<file path="src/assert_macros.svh">
`ifndef ASSERT_MACROS_SVH
`define ASSERT_MACROS_SVH

// same-cycle implication, reset masks the check
`define ASSERT_IMPLIES(lbl, ante, cons, msg) \
    lbl: assert property (@(posedge clk) disable iff (!rst_n) (ante) |-> (cons)) \
        else $error(msg);

// next-cycle implication, reset masks the check
`define ASSERT_NEXT(lbl, ante, cons, msg) \
    lbl: assert property (@(posedge clk) disable iff (!rst_n) (ante) |=> (cons)) \
        else $error(msg);

`endif

</file>
<file path="src/tsa_pkg.sv">
`timescale 1ns / 1ps

package tsa_pkg;

    localparam int COORD_BITS   = 12;
    localparam int FRAC_BITS    = 16;
    localparam int CORDIC_STEPS = 16;
    localparam int TWIRL_GAIN   = 3;

    // down shift from q30 tables to the working fraction
    localparam int DSHIFT    = 30 - FRAC_BITS;
    localparam int D_W       = COORD_BITS + 1;
    localparam int SQ_W      = 2 * COORD_BITS + 2;
    localparam int ROOT_BITS = COORD_BITS + FRAC_BITS + 1;
    localparam int REM_W     = ROOT_BITS + 2;
    localparam int XY_W      = COORD_BITS + FRAC_BITS + 6;
    localparam int ANG_W     = FRAC_BITS + 6;
    localparam int Q_BITS    = FRAC_BITS + 3;
    localparam int NUM_W     = COORD_BITS + FRAC_BITS + 4;
    localparam int R_W       = COORD_BITS + 1;
    localparam int IDX_W     = 2 * COORD_BITS;
    localparam int NX_W      = XY_W + 1 - FRAC_BITS;
    localparam int ADDR_W    = 5;

    localparam logic [30:0] K_Q30       = 31'h26DD3B6A;
    localparam logic [31:0] HALF_PI_Q30 = 32'h6487ED51;

    localparam logic signed [ANG_W-1:0] HALF_PI = ANG_W'(HALF_PI_Q30 >> DSHIFT);
    localparam logic signed [ANG_W-1:0] ANG_SAT = ANG_W'(TWIRL_GAIN << FRAC_BITS);

    localparam logic [31:0] ATAN_Q30 [24] = '{
        32'h3243F6A8, 32'h1DAC6705, 32'h0FADBAFC, 32'h07F56EA6, 32'h03FEAB76,
        32'h01FFD55B, 32'h00FFFAAA, 32'h007FFF55, 32'h003FFFEA, 32'h001FFFFD,
        32'h000FFFFF, 32'h0007FFFF, 32'h0003FFFF, 32'h0001FFFF, 32'h0000FFFF,
        32'h00007FFF, 32'h00003FFF, 32'h00001FFF, 32'h00000FFF, 32'h000007FF,
        32'h000003FF, 32'h000001FF, 32'h000000FF, 32'h0000007F
    };

    // register indexes on the config port
    localparam logic [2:0] REG_WIDTH  = 3'd0;
    localparam logic [2:0] REG_HEIGHT = 3'd1;
    localparam logic [2:0] REG_CX     = 3'd2;
    localparam logic [2:0] REG_CY     = 3'd3;
    localparam logic [2:0] REG_RADIUS = 3'd4;
    localparam logic [2:0] REG_RSQ    = 3'd5;

    typedef struct packed {
        logic                         in_disc;
        logic [COORD_BITS-1:0]        px;
        logic [COORD_BITS-1:0]        py;
        logic signed [XY_W-1:0]       x;
        logic signed [XY_W-1:0]       y;
    } side_t;

    function automatic logic signed [ANG_W-1:0] atan_step(input int i);
        return ANG_W'(ATAN_Q30[i] >> DSHIFT);
    endfunction

endpackage

</file>
<file path="src/tsa_div.sv">
`timescale 1ns / 1ps

module tsa_div
    import tsa_pkg::*;
(
    input  logic                    clk,
    input  logic                    rst_n,
    input  logic                    en,
    input  logic                    in_valid,
    input  logic [ROOT_BITS-1:0]    root,
    input  side_t                   side_in,
    input  logic [R_W-1:0]          twirl_radius,
    output logic                    out_valid,
    output logic signed [ANG_W-1:0] ang,
    output side_t                   side_out
);

    logic signed [NUM_W:0] diff;
    logic signed [NUM_W:0] num;
    logic [NUM_W:0]        mag;
    logic [NUM_W:0]        lim;

    logic             vld_e_reg;
    logic [NUM_W-1:0] rem_e_reg;
    logic             neg_e_reg;
    logic             sat_e_reg;
    logic             zero_e_reg;
    side_t            side_e_reg;

    logic              vld_reg  [Q_BITS];
    logic [NUM_W-1:0]  rem_reg  [Q_BITS];
    logic [Q_BITS-1:0] q_reg    [Q_BITS];
    logic              neg_reg  [Q_BITS];
    logic              sat_reg  [Q_BITS];
    logic              zero_reg [Q_BITS];
    side_t             side_reg [Q_BITS];

    logic                    vld_o_reg;
    logic signed [ANG_W-1:0] ang_reg;
    side_t                   side_o_reg;

    // numerator 3*(r*2^F - d), split into sign and magnitude
    assign diff = $signed({{(NUM_W+1-R_W-FRAC_BITS){1'b0}}, twirl_radius, {FRAC_BITS{1'b0}}})
                - $signed({{(NUM_W+1-ROOT_BITS){1'b0}}, root});
    assign num  = (diff <<< 1) + diff;
    assign mag  = num[NUM_W] ? $unsigned(-num) : $unsigned(num);
    assign lim  = {{(NUM_W+1-R_W-Q_BITS){1'b0}}, twirl_radius, {Q_BITS{1'b0}}};

    always_ff @(posedge clk or negedge rst_n)
    begin
        if (!rst_n)
            vld_e_reg <= 1'b0;
        else if (en)
            vld_e_reg <= in_valid;
    end

    always_ff @(posedge clk)
    begin
        if (en)
        begin
            rem_e_reg  <= mag[NUM_W-1:0];
            neg_e_reg  <= num[NUM_W];
            sat_e_reg  <= mag >= lim;
            zero_e_reg <= twirl_radius == '0;
            side_e_reg <= side_in;
        end
    end

    // restoring division, one quotient bit per stage
    for (genvar j = 0; j < Q_BITS; j++) begin : g_stage
        localparam int B = Q_BITS - 1 - j;
        logic              vld_in;
        logic [NUM_W-1:0]  rem_in;
        logic [Q_BITS-1:0] q_in;
        logic              neg_in;
        logic              sat_in;
        logic              zero_in;
        side_t             side_i;
        logic [NUM_W-1:0]  dv;
        logic              ge;

        if (j == 0) begin : g_first
            assign vld_in  = vld_e_reg;
            assign rem_in  = rem_e_reg;
            assign q_in    = '0;
            assign neg_in  = neg_e_reg;
            assign sat_in  = sat_e_reg;
            assign zero_in = zero_e_reg;
            assign side_i  = side_e_reg;
        end
        else begin : g_next
            assign vld_in  = vld_reg[j-1];
            assign rem_in  = rem_reg[j-1];
            assign q_in    = q_reg[j-1];
            assign neg_in  = neg_reg[j-1];
            assign sat_in  = sat_reg[j-1];
            assign zero_in = zero_reg[j-1];
            assign side_i  = side_reg[j-1];
        end

        assign dv = {{(NUM_W-R_W){1'b0}}, twirl_radius} << B;
        assign ge = rem_in >= dv;

        always_ff @(posedge clk or negedge rst_n)
        begin
            if (!rst_n)
                vld_reg[j] <= 1'b0;
            else if (en)
                vld_reg[j] <= vld_in;
        end

        always_ff @(posedge clk)
        begin
            if (en)
            begin
                rem_reg[j]  <= ge ? rem_in - dv : rem_in;
                q_reg[j]    <= {q_in[Q_BITS-2:0], ge};
                neg_reg[j]  <= neg_in;
                sat_reg[j]  <= sat_in;
                zero_reg[j] <= zero_in;
                side_reg[j] <= side_i;
            end
        end
    end

    // signed angle with the lower saturation at -3 rad
    logic signed [ANG_W-1:0] q_s;
    logic signed [ANG_W-1:0] ang_next;
    assign q_s = $signed({{(ANG_W-Q_BITS){1'b0}}, q_reg[Q_BITS-1]});

    always_comb
    begin
        if (zero_reg[Q_BITS-1])
            ang_next = '0;
        else if (sat_reg[Q_BITS-1])
            ang_next = -ANG_SAT;
        else if (neg_reg[Q_BITS-1])
            ang_next = (q_s > ANG_SAT) ? -ANG_SAT : -q_s;
        else
            ang_next = q_s;
    end

    always_ff @(posedge clk or negedge rst_n)
    begin
        if (!rst_n)
            vld_o_reg <= 1'b0;
        else if (en)
            vld_o_reg <= vld_reg[Q_BITS-1];
    end

    always_ff @(posedge clk)
    begin
        if (en)
        begin
            ang_reg    <= ang_next;
            side_o_reg <= side_reg[Q_BITS-1];
        end
    end

    assign out_valid = vld_o_reg;
    assign ang       = ang_reg;
    assign side_out  = side_o_reg;

endmodule

</file>
<file path="config.mk">
export PLATFORM = sky130hd
export DESIGN_NAME = tsa_div
export DESIGN_NICKNAME = d
export VERILOG_FILES = /design/src/assert_macros.svh /design/src/tsa_pkg.sv /design/src/tsa_div.sv
export SDC_FILE = /design/constraint.sdc
export NUM_CORES = 2
export LEC_CHECK = 0
export BUFFER_PORTS_ARGS = -buffer_cell sky130_fd_sc_hd__buf_2
export CAP_MARGIN = 20
export CELL_PAD_IN_SITES_DETAIL_PLACEMENT = 1
export CELL_PAD_IN_SITES_GLOBAL_PLACEMENT = 2
export CORE_ASPECT_RATIO = 0.6
export CORE_UTILIZATION = 48
export CTS_CLUSTER_DIAMETER = 80
export DETAILED_ROUTE_END_ITERATION = 10
export GPL_TIMING_DRIVEN = 1
export PLACE_DENSITY_LB_ADDON = 0.1
export SKIP_LAST_GASP = 1
export SYNTH_ARGS = -nofsm -noshare
export SYNTH_HDL_FRONTEND = slang
export SYNTH_SLANG_ARGS = --single-unit
</file>
<file path="constraint.sdc">
create_clock -name clk -period 4.5 [get_ports clk]
set_input_delay 0.45 -clock clk [delete_from_list [all_inputs] [get_ports clk]]
set_output_delay 0.45 -clock clk [all_outputs]
set_load 0.02 [all_outputs]
</file>
Word-level counts from Yosys, hierarchy flattened
Memories as Yosys holds them, arrays and structs flattened. A register that Yosys moved wholly into a read port is not among the register bits.
Cells that the tools add are included.
{ "classes": {"mux": 25, "order_cmp": 21, "reduce_logical": 2, "add_sub_neg": 23} }
{ "op_table": {"columns": ["op", "n"], "rows": [
  ["2-to-1 mux 32 bit", 19],
  ["2-to-1 mux 22 bit", 3],
  [">= comparator 33 x 32 -> 1 bit", 1],
  ["2-to-1 mux 33 bit", 1],
  ["negation 32 -> 33 bit", 1],
  ["adder 31 x 30 -> 32 bit", 1],
  [">= comparator 32 x 13 -> 1 bit", 1],
  [">= comparator 32 x 14 -> 1 bit", 1],
  [">= comparator 32 x 15 -> 1 bit", 1],
  [">= comparator 32 x 16 -> 1 bit", 1],
  [">= comparator 32 x 17 -> 1 bit", 1],
  [">= comparator 32 x 18 -> 1 bit", 1],
  [">= comparator 32 x 19 -> 1 bit", 1],
  [">= comparator 32 x 20 -> 1 bit", 1],
  [">= comparator 32 x 21 -> 1 bit", 1],
  [">= comparator 32 x 22 -> 1 bit", 1],
  [">= comparator 32 x 23 -> 1 bit", 1],
  [">= comparator 32 x 24 -> 1 bit", 1],
  [">= comparator 32 x 25 -> 1 bit", 1],
  [">= comparator 32 x 26 -> 1 bit", 1],
  [">= comparator 32 x 27 -> 1 bit", 1],
  [">= comparator 32 x 28 -> 1 bit", 1],
  [">= comparator 32 x 29 -> 1 bit", 1],
  [">= comparator 32 x 30 -> 1 bit", 1],
  ["other kinds (26)", 27]
]} }
{ "word_totals": {"mem_bits_rw": 2793, "regBits": 171, "n_memories": 6} }
{ "memory_table": {"columns": ["name", "depth", "width", "read_ports", "rd_clocked_by_memory_dff", "wr", "line_no", "text"], "rows": [
  ["side_reg", 19, 93, 19, 1, 19, "tsa_div.sv:36", "side_t side_reg [Q_BITS];"],
  ["rem_reg", 19, 32, 18, 0, 19, "tsa_div.sv:31", "logic [NUM_W-1:0] rem_reg [Q_BITS];"],
  ["q_reg", 19, 19, 19, 0, 19, "tsa_div.sv:32", "logic [Q_BITS-1:0] q_reg [Q_BITS];"],
  ["neg_reg", 19, 1, 19, 0, 19, "tsa_div.sv:33", "logic neg_reg [Q_BITS];"],
  ["sat_reg", 19, 1, 19, 0, 19, "tsa_div.sv:34", "logic sat_reg [Q_BITS];"],
  ["zero_reg", 19, 1, 19, 0, 19, "tsa_div.sv:35", "logic zero_reg [Q_BITS];"]
]} }

Depth between registers and ports, before layout
{ "logic_depth": {"depth_word": 5, "ltp_mapped": 30} }

Worst setup path before layout
No wires, ideal clock.
{ "synth_path": {"path_type": "input-to-reg", "start": "input root[1]", "end": "register sat_e_reg (netlist: g_stage[0].sat_in) (data pin)", "required_time_ns": 4.239, "arrival_time_ns": 5.894, "cell_stages": 27, "path_slack_ns": -1.655, "cell_sequence": "inv_1 ha_1 or4b_4 nor4_4 nand2_1 or4_1 xor2_1 ha_1 a21oi_1 o21a_1 a21bo_2 a21o_1 a222oi_1 nand4bb_1 or3_1 nand2_1 xor2_1 ha_1 o21a_1 o21a_1 o21ai_0 nand2b_1 a211oi_1 o21ai_0 o211ai_1 a21oi_1 a311o_1"} }
{ "synth_via": {"elab_chain_cells": 5} }
{ "synth_lines": {"columns": ["element", "line_no", "text"], "rows": [
  ["from (decl)", "tsa_div.sv:10", "input logic [ROOT_BITS-1:0] root,"],
  ["subtractor 29 x 29 -> 30 bit (*)", "tsa_div.sv:44", "- $signed({{(NUM_W+1-ROOT_BITS){1'b0}}, root});"],
  ["adder 31 x 30 -> 32 bit (*)", "tsa_div.sv:45", "assign num = (diff <<< 1) + diff;"],
  ["negation 32 -> 33 bit", "tsa_div.sv:46", "assign mag = num[NUM_W] ? $unsigned(-num) : $unsigned(num);"],
  ["2-to-1 mux 33 bit (*)", "tsa_div.sv:46", null],
  ["net mag[22]", "tsa_div.sv:20", "logic [NUM_W:0] mag;"],
  [">= comparator 33 x 32 -> 1 bit (*)", "tsa_div.sv:63", "sat_e_reg <= mag >= lim;"],
  ["to (signal assigned)", "tsa_div.sv:63", null],
  ["to (decl)", "tsa_div.sv:26", "logic sat_e_reg;"]
]} }
Mark *: on every way through the listed nets, which the timed path passes. The rest lies on a longest branch.
A chain may end at the register's enable or synchronous reset.

Worst setup path in the final report
Same ends and word-level chain as after synthesis.

==> results.json <==
{
  "antenna_found_initial": 10,
  "synth_area_leaders": "edfxtp_1 (80%), ha_1 (3.6%), xor2_1 (1.6%)",
  "synthFlopType": "edfxtp_1",
  "grt_usage": 0.1841,
  "dieArea_um2": 224100,
  "p_per_area_nw_per_um2": 551.9,
  "avgSynthCellArea_um2": 17.74,
  "p_leak_nw": 44.71,
  "async_flop_share": 0.007358,
  "grt_pass1_vias": 53800,
  "reg2reg_depth": 14,
  "htree_levels": 5,
  "yosysTopAreaCell": "edfxtp_1",
  "final_util": 0.5692,
  "synth_edf_count": 2833,
  "viasPerCell": 5.167,
  "dp_slack_ns": -2.356,
  "start_util": 0.4851,
  "place_area_um2": 115500,
  "critPathTopFamily": "compound AO/OA/AOI/OAI gates",
  "largest_register_ffs": 1767,
  "drt-wirelength-per-cell_um": 20.30,
  "violations": "negative setup slack",
  "io_buffers": 254,
  "drv_slew": 0,
  "crit_buf_inv": 2,
  "synth_adder_area_share": 0.03893,
  "drv_cap": 0,
  "yosys_warnings": 0,
  "die_h_um": 367.1,
  "synth_top_family_by_area": "simple AND/OR/NAND/NOR gates",
  "end_kind": "flop",
  "crit_cells": 29,
  "layout-drive-gt1-share": 0.1706,
  "clk_pin_slew_ns": 0.06,
  "vias": 52770,
  "drtIter0Drc": 3579,
  "fin_crit_sh": 1.279,
  "status": "complete, but fails checks",
  "synth.area.mux_share": 0.004224,
  "r2r_start": "rem_reg[1][16]",
  "antenna_left": 0,
  "yosys-top-cells-count": "edfxtp_1 (2833), nand2_1 (360), ha_1 (303)",
  "clock.fmax_mhz": 173.7,
  "fin_area_um2": 125100,
  "synthDistinctLibCells": 112,
  "regToRegSetupSlack_ns": 0.29,
  "critPathLaunchType": "input pin",
  "critPathMaxFanout": 4,
  "grt_pass1_wl_mm": 318.3,
  "cts_num_sinks": 2854,
  "worstSkewPairLatency_ns": 0.82,
  "gp_congestion": 0.8286,
  "ys_seq_area_frac": 0.8027,
  "core-area_um2": 219800,
  "remaining_drc_errors": 0,
  "syn2layout_area_growth_pct": 17.33,
  "r2r-end": "rem_reg[2][30]",
  "setup_viol": 8,
  "drt_pass1_iterations": 5,
  "dp_hpwl_mm": 140.9,
  "synth.cell_area_um2": 106600,
  "rows": 133,
  "fin_setup_tns_ns": -1.877,
  "grt_max_degree": 150,
  "synthSimpleGateAreaFrac": 0.06039,
  "yosysMostFrequentCell": "edfxtp_1",
  "dieWidth_um": 610.5,
  "fillers": 19940,
  "max_stage_delay_ns": 0.52,
  "netlist_instances": 6012,
  "wirelength_mm": 207.3,
  "cts_buffer_depth": 4,
  "fin_skew_ns": 0.05614,
  "rsz0062_at_grt": "true",
  "crit_type": "in -> reg",
  "gr-total-overflow": 0,
  "slew_headroom": 0.2843,
  "worstPathRequired_ns": 5.05,
  "crit_arrival_ns": 6.30,
  "synth_compound_area_frac": 0.05211,
  "synth-xor-area-share": 0.03213,
  "setup_ws_ns": -1.257,
  "synth_top_area_frac": 0.7978,
  "min_path_type": "in -> async",
  "ys_seq_elements": 2854,
  "cts_tree": "done",
  "critPathSlowestCell": "or4_4",
  "layout.nets": 7509,
  "cts-root-buf": "clkbuf_16",
  "cts_made_buffers": 268,
  "fin_crit_ns": 5.757,
  "crit_top_cell": "o21a_1",
  "hold_viol": 0,
  "synth_fp_nets": 6472,
  "io_pins": 255,
  "ir_drop_v": 0.0003573,
  "tightest_slew_ns": 1.074
}
==> per-stage QoR <==
stage / hold slack, ns / total power, mW / instances
final: 0.1162 / 69.06 / 10210
after floorplan: 0.1544 / 42.05 / 6012
after detailed placement: 0.4051 / 47.50 / 9646
after global placement: 0.4001 / 47.09 / 9646
after global routing: 0.09585 / 72.19 / 10210
after CTS: 0.06532 / 69.64 / 10210
==> logic make-up (layout without fill, tap and decap cells) <==
group | Yosys count | after routing
flops | 2854 | 2854
simple gates | 1269 | 1269
compound gates | 873 | 873
xor+xnor | 386 | 386
fa+ha+maj | 321 | 321
buf+inv | 268 | 1496
mux | 41 | 41
other cells | 0 | 3
==> where the power goes <==
part	switching (mW)	total, mW	leakage (nW)	internal [mW]
Sequential	1.78	34.8	27.8	33.0
Combinational	7.19	12.5	12.9	5.36
Clock	9.39	21.7	4.06	12.3
==> worst reg2reg max path: stages, from the launching register on <==
cell and delay (ns):
edfxtp_1 0.34, inv_1 0.06, ha_1 0.21, fa_1 0.41, nor2b_1 0.14, o21ai_0 0.13, a21boi_0 0.30, o21ai_0 0.18
a21boi_0 0.40, o2111ai_1 0.26, a31oi_2 0.40, a41o_1 0.28, a21boi_2 0.11, a2111oi_0 0.51, xor2_1 0.19
==> layout make-up <==
class	instances	area [um2]	share of cell area
clock buffers	322	7058	0.05641
diodes	3	7.507	0.00006000
multi-input cells	2890	20340	0.1626
clock inverters	139	1280	0.01023
repair buffers	834	6347	0.05073
well taps	2970	3716	0.02970
inverters	201	775.7	0.006200
flip-flops and latches	2854	85600	0.6841
==> routing by layer <==
layer | global-route usage | vias up | share of wire
met1 | 0.2977 | 26060 | 0.52
met2 | 0.2535 | 1104 | 0.40
met4 | 0.04270 | 0 | 0.020
met3 | 0.03861 | 306 | 0.061
met5 | 0 | - | 0
li1 | - | 25290 | -
==> cell usage in the layout (no fill, tap or decap), types with 18 or more instances in the layout <==
cell and count:
clkinv_2 33, and3_1 27, nor4_1 87, clkinv_1 55, clkbuf_16 275, o31ai_1 68, o21ai_1 25, a21o_1 59
nand4b_1 18, nor2_1 271, buf_4 447, bufinv_16 19, inv_1 195, dlygate4sd3_1 96, nor3_1 114, xnor2_1 183
a21boi_0 40, o21a_1 29, a31oi_1 29, buf_12 37, nand3_1 49, nor2b_1 59, nand2_1 357, xor2_1 194
or3_1 41, or2_2 21, and2_1 19, nand2b_1 61, buf_2 251, edfxtp_1 2833, a21oi_1 181, clkbuf_1 47
mux2_2 31, fa_1 18, nand4_1 50, dfrtp_1 21, o21ai_0 275, ha_1 301
==> worst max path at each step <==
| stage | start | end | slack (ns) |
|---|---|---|---|
| finish | root[1] | g_stage[0].sat_in | -1.26 |
| floorplan | root[1] | g_stage[0].sat_in | -1.56 |
| detailed placement | root[1] | g_stage[0].sat_in | -2.36 |
| CTS | root[1] | g_stage[0].sat_in | -1.21 |
| global placement | root[1] | g_stage[0].sat_in | -2.33 |
| global route | root[1] | g_stage[0].sat_in | -1.61 |
==> timing repair <==
item | 4_1_cts | 5_1_grt
gates resized for setup | 20 | 23
setup endpoints to repair | 9 | 10
buffers inserted | 3 | 5
hold buffers | 96 | 0
hold endpoints to repair | 116 | 0
pin swaps | 7 | 10
No activity file was read; power rests on OpenSTA's default activity.
